$ cat config.mk
export PLATFORM = sky130hd
export DESIGN_NAME = string_to_signed_parser
export DESIGN_NICKNAME = d
export VERILOG_FILES = /design/src/stp_pkg.sv /design/src/string_to_signed_parser.sv /design/src/stp_digit_decode.sv /design/src/stp_parse_core.sv
export SDC_FILE = /design/constraint.sdc
export NUM_CORES = 1
export LEC_CHECK = 0
export ABC_CLOCK_PERIOD_IN_PS = 7200
export BUFFER_PORTS_ARGS = -buffer_cell sky130_fd_sc_hd__buf_2
export CAP_MARGIN = 10
export CELL_PAD_IN_SITES_DETAIL_PLACEMENT = 1
export CELL_PAD_IN_SITES_GLOBAL_PLACEMENT = 1
export CORE_ASPECT_RATIO = 1.4
export CORE_MARGIN = 5
export CORE_UTILIZATION = 45
export CTS_CLUSTER_SIZE = 40
export DETAILED_ROUTE_END_ITERATION = 6
export GPL_ROUTABILITY_DRIVEN = 0
export GPL_TIMING_DRIVEN = 0
export PLACE_DENSITY = 0.78
export SKIP_LAST_GASP = 1
export SYNTH_ARGS = -nofsm -noshare
export SYNTH_HDL_FRONTEND = slang
export SYNTH_SLANG_ARGS = --single-unit
$ cat constraint.sdc
create_clock -name clk -period 7.2 [get_ports clk]
set_input_delay 0.72 -clock clk [delete_from_list [all_inputs] [get_ports clk]]
set_output_delay 0.72 -clock clk [all_outputs]
set_load 0.05 [all_outputs]
$ cat src/stp_pkg.sv
`default_nettype none

package stp_pkg;

  localparam int BYTE_W   = 8;
  localparam int RADIX_W  = 6;
  localparam int LEN_W    = 7;
  localparam int VALUE_W  = 64;
  localparam int OFFSET_W = 7;
  localparam int STATUS_W = 2;
  localparam int DIGIT_W  = 6;
  localparam int CFG_W    = 7;
  localparam int CFG_IDX_W = 1;

  localparam int COUNT_LIMIT_DEF = 127;

  localparam logic [RADIX_W-1:0] RADIX_RST = 6'd10;
  localparam logic [LEN_W-1:0]   LEN_RST   = 7'd21;

  localparam logic [RADIX_W-1:0] RADIX_MIN     = 6'd2;
  localparam logic [RADIX_W-1:0] RADIX_MAX     = 6'd62;
  localparam logic [RADIX_W-1:0] RADIX_DEC     = 6'd10;
  localparam logic [RADIX_W-1:0] RADIX_ALNUM   = 6'd36;
  localparam logic [RADIX_W-1:0] RADIX_MIXED   = 6'd62;

  localparam logic [BYTE_W-1:0] CH_NUL   = 8'h00;
  localparam logic [BYTE_W-1:0] CH_ZERO  = 8'h30;
  localparam logic [BYTE_W-1:0] CH_NINE  = 8'h39;
  localparam logic [BYTE_W-1:0] CH_UA    = 8'h41;
  localparam logic [BYTE_W-1:0] CH_UZ    = 8'h5A;
  localparam logic [BYTE_W-1:0] CH_LA    = 8'h61;
  localparam logic [BYTE_W-1:0] CH_LZ    = 8'h7A;
  localparam logic [BYTE_W-1:0] CH_PLUS  = 8'h2B;
  localparam logic [BYTE_W-1:0] CH_MINUS = 8'h2D;
  localparam logic [BYTE_W-1:0] CH_SPACE = 8'h20;
  localparam logic [BYTE_W-1:0] CH_TAB   = 8'h09;
  localparam logic [BYTE_W-1:0] CH_CR    = 8'h0D;

  localparam logic [VALUE_W-1:0] POS_LIMIT = 64'h7FFF_FFFF_FFFF_FFFF;
  localparam logic [VALUE_W-1:0] NEG_LIMIT = 64'h8000_0000_0000_0000;

  typedef enum logic [CFG_IDX_W-1:0] {
    CFG_RADIX        = 1'd0,
    CFG_LENGTH_LIMIT = 1'd1
  } cfg_idx_t;

  typedef enum logic [STATUS_W-1:0] {
    ST_OK       = 2'd0,
    ST_OVERFLOW = 2'd1,
    ST_BAD_BASE = 2'd2,
    ST_TOO_LONG = 2'd3
  } status_t;

  typedef struct packed {
    logic               ok;
    logic [DIGIT_W-1:0] value;
  } digit_t;

  typedef struct packed {
    logic [VALUE_W-1:0]  value;
    logic [OFFSET_W-1:0] offset;
    status_t             status;
  } result_t;

endpackage

`default_nettype wire

$ cat src/string_to_signed_parser.sv
// channel  direction  handshake          payload
// in       input      in_valid/in_stall  in_char_byte (8)
// out      output     out_valid/out_stall out_parsed_value (64 s), out_end_offset (7),
//                                        out_status (2)
// cfg      input      cfg_we             cfg_index (1), cfg_data (7)
//
// one byte per cycle sustained while no stalled result holds a zero byte; a zero byte
// waits in the byte register, and its result is then loaded into the output register
// the rate is set by the combinational multiply-add and range compare on the
// accumulator, which closes its loop every byte
// synchronous active-low reset clears valids and parse state and reloads the register defaults
// a stalled result holds only a zero byte behind it; other bytes keep flowing
`default_nettype none

module string_to_signed_parser #(
  parameter int COUNT_LIMIT = stp_pkg::COUNT_LIMIT_DEF
) (
  input  wire logic                          clk,
  input  wire logic                          rst_n,
  input  wire logic                          in_valid,
  output      logic                          in_stall,
  input  wire logic [stp_pkg::BYTE_W-1:0]    in_char_byte,
  output      logic                          out_valid,
  input  wire logic                          out_stall,
  output      logic signed [stp_pkg::VALUE_W-1:0] out_parsed_value,
  output      logic [stp_pkg::OFFSET_W-1:0]  out_end_offset,
  output      logic [stp_pkg::STATUS_W-1:0]  out_status,
  input  wire logic                          cfg_we,
  input  wire logic [stp_pkg::CFG_IDX_W-1:0] cfg_index,
  input  wire logic [stp_pkg::CFG_W-1:0]     cfg_data
);

  logic [stp_pkg::RADIX_W-1:0] radix_r;
  logic [stp_pkg::LEN_W-1:0]   len_r;

  logic                        byte_vld_r, byte_vld_nxt;
  logic [stp_pkg::BYTE_W-1:0]  byte_r;
  logic                        out_vld_r, out_vld_nxt;
  stp_pkg::result_t            out_res_r;
  stp_pkg::result_t            result;

  logic                        is_end;
  logic                        advance;
  logic                        accept;

  assign is_end  = (byte_r == stp_pkg::CH_NUL);
  assign advance = byte_vld_r && (!is_end || !out_vld_r || !out_stall);
  assign in_stall = byte_vld_r && !advance;
  assign accept  = in_valid && !in_stall;

  always_comb begin
    byte_vld_nxt = byte_vld_r;
    if (accept) begin
      byte_vld_nxt = 1'b1;
    end else if (advance) begin
      byte_vld_nxt = 1'b0;
    end
    out_vld_nxt = out_vld_r;
    if (advance && is_end) begin
      out_vld_nxt = 1'b1;
    end else if (out_vld_r && !out_stall) begin
      out_vld_nxt = 1'b0;
    end
  end

  always_ff @(posedge clk) begin
    if (!rst_n) begin
      radix_r <= stp_pkg::RADIX_RST;
      len_r   <= stp_pkg::LEN_RST;
    end else if (cfg_we) begin
      unique case (stp_pkg::cfg_idx_t'(cfg_index))
        stp_pkg::CFG_RADIX:        radix_r <= cfg_data[stp_pkg::RADIX_W-1:0];
        stp_pkg::CFG_LENGTH_LIMIT: len_r   <= cfg_data[stp_pkg::LEN_W-1:0];
        default:                   radix_r <= radix_r;
      endcase
    end
  end

  always_ff @(posedge clk) begin
    if (!rst_n) begin
      byte_vld_r <= 1'b0;
      out_vld_r  <= 1'b0;
    end else begin
      byte_vld_r <= byte_vld_nxt;
      out_vld_r  <= out_vld_nxt;
    end
  end

  always_ff @(posedge clk) begin
    if (accept) begin
      byte_r <= in_char_byte;
    end
    if (advance && is_end) begin
      out_res_r <= result;
    end
  end

  stp_parse_core #(
    .COUNT_LIMIT (COUNT_LIMIT)
  ) u_core (
    .clk          (clk),
    .rst_n        (rst_n),
    .step         (advance && !is_end),
    .finish       (advance && is_end),
    .char_byte    (byte_r),
    .radix        (radix_r),
    .length_limit (len_r),
    .result       (result)
  );

  assign out_valid        = out_vld_r;
  assign out_parsed_value = out_res_r.value;
  assign out_end_offset   = out_res_r.offset;
  assign out_status       = out_res_r.status;

  a_stall_only_behind_full_out : assert property (@(posedge clk) disable iff (!rst_n)
    in_stall |-> (out_vld_r && out_stall && is_end))
    else $error("input stalled without a blocked result");

  a_err_gives_zero : assert property (@(posedge clk) disable iff (!rst_n)
    (out_valid && (out_status == stp_pkg::ST_TOO_LONG ||
                   out_status == stp_pkg::ST_BAD_BASE))
    |-> (out_parsed_value == '0 && out_end_offset == '0))
    else $error("error result carries a value or offset");

  a_ovf_saturates : assert property (@(posedge clk) disable iff (!rst_n)
    (out_valid && out_status == stp_pkg::ST_OVERFLOW)
    |-> ((out_parsed_value == stp_pkg::POS_LIMIT || out_parsed_value == stp_pkg::NEG_LIMIT)
         && out_end_offset == '0))
    else $error("overflow result not saturated");

  a_result_loads_on_end : assert property (@(posedge clk) disable iff (!rst_n)
    (advance && is_end) |=> out_vld_r)
    else $error("zero byte transfer lost its result");

endmodule

`default_nettype wire

$ cat src/stp_digit_decode.sv
`default_nettype none

module stp_digit_decode (
  input  wire logic [stp_pkg::BYTE_W-1:0]  char_byte,
  input  wire logic [stp_pkg::RADIX_W-1:0] radix,
  output stp_pkg::digit_t                  digit
);

  logic                       is_num;
  logic                       is_upper;
  logic                       is_lower;
  logic                       has_val;
  logic [stp_pkg::BYTE_W-1:0] val;

  always_comb begin
    is_num   = (char_byte >= stp_pkg::CH_ZERO) && (char_byte <= stp_pkg::CH_NINE);
    is_upper = (char_byte >= stp_pkg::CH_UA) && (char_byte <= stp_pkg::CH_UZ);
    is_lower = (char_byte >= stp_pkg::CH_LA) && (char_byte <= stp_pkg::CH_LZ);
    has_val  = 1'b0;
    val      = '0;
    if (is_num) begin
      has_val = 1'b1;
      val     = char_byte - stp_pkg::CH_ZERO;
    end else if ((radix > stp_pkg::RADIX_DEC) && (is_upper || is_lower)) begin
      if (radix <= stp_pkg::RADIX_ALNUM) begin
        has_val = 1'b1;
        val     = is_upper ? char_byte - stp_pkg::CH_UA + 8'(stp_pkg::RADIX_DEC)
                           : char_byte - stp_pkg::CH_LA + 8'(stp_pkg::RADIX_DEC);
      end else if (radix == stp_pkg::RADIX_MIXED) begin
        has_val = 1'b1;
        val     = is_upper ? char_byte - stp_pkg::CH_UA + 8'(stp_pkg::RADIX_DEC)
                           : char_byte - stp_pkg::CH_LA + 8'(stp_pkg::RADIX_ALNUM);
      end
    end
    digit.value = val[stp_pkg::DIGIT_W-1:0];
    digit.ok    = has_val && (val < 8'(radix));
  end

endmodule

`default_nettype wire

$ cat src/stp_parse_core.sv
`default_nettype none

module stp_parse_core #(
  parameter int COUNT_LIMIT = stp_pkg::COUNT_LIMIT_DEF
) (
  input  wire logic                        clk,
  input  wire logic                        rst_n,
  input  wire logic                        step,
  input  wire logic                        finish,
  input  wire logic [stp_pkg::BYTE_W-1:0]  char_byte,
  input  wire logic [stp_pkg::RADIX_W-1:0] radix,
  input  wire logic [stp_pkg::LEN_W-1:0]   length_limit,
  output stp_pkg::result_t                 result
);

  localparam int CNT_W  = $clog2(COUNT_LIMIT + 1);
  localparam int MAC_W  = stp_pkg::VALUE_W + stp_pkg::RADIX_W + 1;

  typedef enum logic [1:0] {
    PH_SKIP,
    PH_DIGITS,
    PH_DONE
  } phase_t;

  phase_t                      phase_r, phase_nxt;
  logic                        neg_r, neg_nxt;
  logic [stp_pkg::VALUE_W-1:0] acc_r, acc_nxt;
  logic [CNT_W-1:0]            cnt_r, cnt_nxt;
  logic [CNT_W-1:0]            stop_r, stop_nxt;
  logic                        ovf_r, ovf_nxt;

  stp_pkg::digit_t             digit;
  logic [MAC_W-1:0]            mac;
  logic [MAC_W-1:0]            lim;
  logic                        is_space;
  logic                        is_sign;
  logic                        take_digit;

  stp_digit_decode u_digit (
    .char_byte (char_byte),
    .radix     (radix),
    .digit     (digit)
  );

  assign mac = MAC_W'(acc_r) * MAC_W'(radix) + MAC_W'(digit.value);
  assign lim = neg_r ? MAC_W'(stp_pkg::NEG_LIMIT) : MAC_W'(stp_pkg::POS_LIMIT);

  assign is_space = (char_byte == stp_pkg::CH_SPACE) ||
                    ((char_byte >= stp_pkg::CH_TAB) && (char_byte <= stp_pkg::CH_CR));
  assign is_sign  = (char_byte == stp_pkg::CH_PLUS) || (char_byte == stp_pkg::CH_MINUS);

  always_comb begin
    phase_nxt  = phase_r;
    neg_nxt    = neg_r;
    acc_nxt    = acc_r;
    cnt_nxt    = cnt_r;
    stop_nxt   = stop_r;
    ovf_nxt    = ovf_r;
    take_digit = 1'b0;
    if (finish) begin
      phase_nxt = PH_SKIP;
      neg_nxt   = 1'b0;
      acc_nxt   = '0;
      cnt_nxt   = '0;
      stop_nxt  = '0;
      ovf_nxt   = 1'b0;
    end else if (step) begin
      if (cnt_r < CNT_W'(COUNT_LIMIT)) begin
        cnt_nxt = cnt_r + 1'b1;
      end
      unique case (phase_r)
        PH_SKIP: begin
          if (is_space) begin
            stop_nxt = cnt_nxt;
          end else if (is_sign) begin
            phase_nxt = PH_DIGITS;
            neg_nxt   = (char_byte == stp_pkg::CH_MINUS);
            stop_nxt  = cnt_nxt;
          end else begin
            phase_nxt  = PH_DIGITS;
            take_digit = 1'b1;
          end
        end
        PH_DIGITS: take_digit = 1'b1;
        PH_DONE:   take_digit = 1'b0;
        default:   take_digit = 1'b0;
      endcase
      if (take_digit) begin
        if (!digit.ok) begin
          phase_nxt = PH_DONE;
        end else if (mac > lim) begin
          ovf_nxt   = 1'b1;
          phase_nxt = PH_DONE;
        end else begin
          acc_nxt  = mac[stp_pkg::VALUE_W-1:0];
          stop_nxt = cnt_nxt;
        end
      end
    end
  end

  always_ff @(posedge clk) begin
    if (!rst_n) begin
      phase_r <= PH_SKIP;
      neg_r   <= 1'b0;
      acc_r   <= '0;
      cnt_r   <= '0;
      stop_r  <= '0;
      ovf_r   <= 1'b0;
    end else begin
      phase_r <= phase_nxt;
      neg_r   <= neg_nxt;
      acc_r   <= acc_nxt;
      cnt_r   <= cnt_nxt;
      stop_r  <= stop_nxt;
      ovf_r   <= ovf_nxt;
    end
  end

  // result as seen at the terminating zero byte
  always_comb begin
    result.value  = '0;
    result.offset = '0;
    result.status = stp_pkg::ST_OK;
    priority if (cnt_r > CNT_W'(length_limit)) begin
      result.status = stp_pkg::ST_TOO_LONG;
    end else if ((radix < stp_pkg::RADIX_MIN) || (radix > stp_pkg::RADIX_MAX)) begin
      result.status = stp_pkg::ST_BAD_BASE;
    end else if (ovf_r) begin
      result.value  = neg_r ? stp_pkg::NEG_LIMIT : stp_pkg::POS_LIMIT;
      result.status = stp_pkg::ST_OVERFLOW;
    end else begin
      result.value  = neg_r ? (~acc_r + 1'b1) : acc_r;
      result.offset = stop_r[stp_pkg::OFFSET_W-1:0];
    end
  end

endmodule

`default_nettype wire
==> reports/results.tsv <==
stage	metric	value	unit
run_status	status	finished, violations left	
run_status	violations	negative setup slack	
drt	drt-total-wl	99340	µm
logic_synthesis	yosysTopAreaCellShare	20.16	%
logic_synthesis	yosysWarningCount	0	
worst_setup_path	crit_type	flip-flop to flip-flop	
final_layout	regArea	4393	µm²
worst_setup_path	path_max_fanout	8	
grt	grt_max_degree	41	
timing	maxSlewHeadroom	7.933	%
logic_synthesis	synth_area_leaders	fa_1 (20%), ha_1 (12%), edfxtp_1 (9.7%)	
logic_synthesis	synthCells	3010	
clock_network	cts_root_buffer	clkbuf_16	
timing	max_freq	119.2	MHz
timing	finalMaxSlewViolations	0	
clock_network	clk_pin_slew	80	ps
logic_synthesis	synth_cell_types	88	
final_layout	fin_util	53.28	%
logic_synthesis	ys_seq_area_share	17.48	%
logic_synthesis	synth.avg_cell_area	8.315	µm²
floorplan	die_y	289.1	µm
grt	grt-ovfl-total	0	
placement	portBuffers	95	
timing	tns	-81610	ps
clock_network	cts_tree	done	
clock_network	cts_sinks	178	
floorplan	rows	102	
clock_network	insertion_delay	490	ps
clock_network	ctsLongestPathBuffers	2	
floorplan	start_util	45.29	%
drt	wl_per_cell	25.32	µm
worst_setup_path	critical_path.top_delay_family	compound AO/OA/AOI/OAI gates	
worst_setup_path	cpMostUsedCell	fa_1	
final_layout	post_layout_nonfiller_instances	3923	
grt	grt_pass1_vias	26380	
clock_network	h-tree-depth	4	
grt	grt_pass1_wl	151200	µm
worst_setup_path	cp_num_buf_inv	7	
logic_synthesis	ys_ff_latch	178	
logic_synthesis	syn_nets	3524	
grt	antenna_found_initial	0	
worst_setup_path	worst_setup_path_end_kind	flip-flop	
placement	placed_cell_area	26660	µm²
worst_setup_path	required	7550	ps
worst_setup_path	cp-start-kind	flip-flop	
timing	post-route-period-util	116.5	%
floorplan	ios	96	
final_layout	drive_above_1_share	15.52	%
worst_setup_path	slowest_stage	fa_1	
logic_synthesis	synthArstFlopShare	0	%
placement	dpl.hpwl	75790	µm
timing	rsz0062_at_grt	true	
logic_synthesis	synth_ff_type	dfxtp_1	
timing	setup_violations	74	
final_layout	fill_cells	6531	
power_and_ir_drop	p_per_area	81.26	nW/µm²
placement	pre_cts_slack	-3100	ps
timing	hold_viol_final	0	
drt	viasPerCell	6.115	
final_layout	final_nets	3696	
final_layout	multi_input_area	19870	µm²
floorplan	die-area	60500	µm²
drt	ant_nets	0	
timing	layout_setup_ws	-1188	ps
job	drv_cap	0	
logic_synthesis	netlist.top_cell.by_area	fa_1	
timing	fin_skew	10.95	ps
power_and_ir_drop	ir_drop	190.1	µV
final_layout	syn_to_final_growth	17.64	%
timing	min_period	8388	ps
floorplan	die_x	209.3	µm
final_layout	antenna_cells	0	
logic_synthesis	synth_edf_count	81	
worst_setup_path	cp_slowest_stage_delay	550	ps
placement	placedCellCount	3837	
timing	tightest_slew	1346	ps
drt	drc	0	
drt	drt_iter0_drc	1391	
floorplan	core_area	55260	µm²
worst_setup_path	arrival	8740	ps
logic_synthesis	synth_area	25030	µm²
clock_network	cts_buffers	17	
worst_hold_path	hold_class	input pin to flip-flop	
power_and_ir_drop	total_leakage_power	14.07	nW
drt	vias	23990	
drt	dr.pass1.iters	5	
grt	track_usage	32.21	%
final_layout	design_area	29440	µm²
metal layers:
layer	wire (µm)	track usage [%]
met5	0	0
met4	10110	26.08
met3	6566	5.828
met2	48010	55.50
met1	34650	34.54
synthesized netlist by cell type, types with 57 or more instances:
cell type and number:
inv_1 279, nand2_1 377, and2_1 167, o21ai_0 74, fa_1 252, mux2i_1 92
dfxtp_1 97, xnor2_1 57, edfxtp_1 81, nor2_1 335, clkbuf_1 182, nor3_1 70
ha_1 241, a21oi_1 156
worst register-to-register path, delay by kind of cell (launching register included):
family                     cells  cell delay (ps)
AOI/OAI and AO/OA             10             2730
muxes                          1              230
buffers and inverters          7             1210
adders and majority gates      6             2440
xor gates and xnor gates       1              140
and+or+nand+nor                8             1140
DFF                            1              350
area by class of cell:
type	instances	share of cell area (%)
clock inverters	12	0.4335
repair buffers	194	4.900
flip-flops and latches	178	14.92
plain buffers	155	3.973
inverters	280	3.621
well taps	728	3.094
multi-input cells	2356	67.47
clock buffers	20	1.589
registers in the layout, indices dropped and copies added, names as in the netlist, 6 cells and up:
register / flops
byte_r: 8
len_r: 7
out_end_offset: 7
out_parsed_value: 64
radix_r: 6
u_core.acc_r: 64
u_core.cnt_r: 7
u_core.stop_r: 7
worst paths after layout:
check,startpoint,endpoint,slack [ps],cells after the start
min,in_char_byte[2],byte_r[2],400,1
min reg2reg,len_r[6],len_r[6],470,2
max,radix_r[1],u_core.acc_r[9],-1190,33
max reg2reg,radix_r[1],u_core.acc_r[9],-1190,33
report_power, final:
| part | total [W] | internal, W | leakage [nW] | switching [W] |
|---|---|---|---|---|
| combinational | 0.000320 | 0.000125 | 12.1 | 0.000194 |
| clock | 0.00101 | 0.000492 | 0.295 | 0.000514 |
| sequential | 0.00107 | 0.00106 | 1.68 | 0.0000107 |
cells in the final DEF, fill, tap and decap left out, types with 51 or more instances in the layout:
cell type,instances
and2_1,164
inv_1,273
nor2_1,324
dfxtp_1,90
xnor2_1,51
nand2_1,373
nor3_1,63
o21ai_0,55
fa_1,251
buf_2,96
clkbuf_1,89
a21oi_1,138
buf_4,82
mux2i_1,74
edfxtp_1,81
ha_1,203
cells by family after synthesis:
| group | share of synthesized area [%] |
|---|---|
| muxes | 3.769 |
| AOI/OAI and AO/OA | 13.85 |
| DFF | 17.48 |
| buffers and inverters | 7.559 |
| and+or+nand+nor | 22.21 |
| xor gates and xnor gates | 2.939 |
| adders and majority gates | 32.20 |
stage by stage:
stage,power (W),hold slack [ps]
2_1_floorplan,0.001230,430.3
3_3_place_gp,0.001317,452.2
3_5_place_dp,0.001327,461.8
4_1_cts,0.002369,384.8
5_1_grt,0.002457,401.6
6_report,0.002393,397.0
what timing repair did:
action | CTS | global route
buffers inserted | 69 | 25
resized for setup | 293 | 75
cloned | 7 | 0
hold buffers | 0 | 0
endpoints found under the setup margin | 74 | 74
pin swaps | 69 | 62
Note: power is estimated with default switching activity, not from simulation.
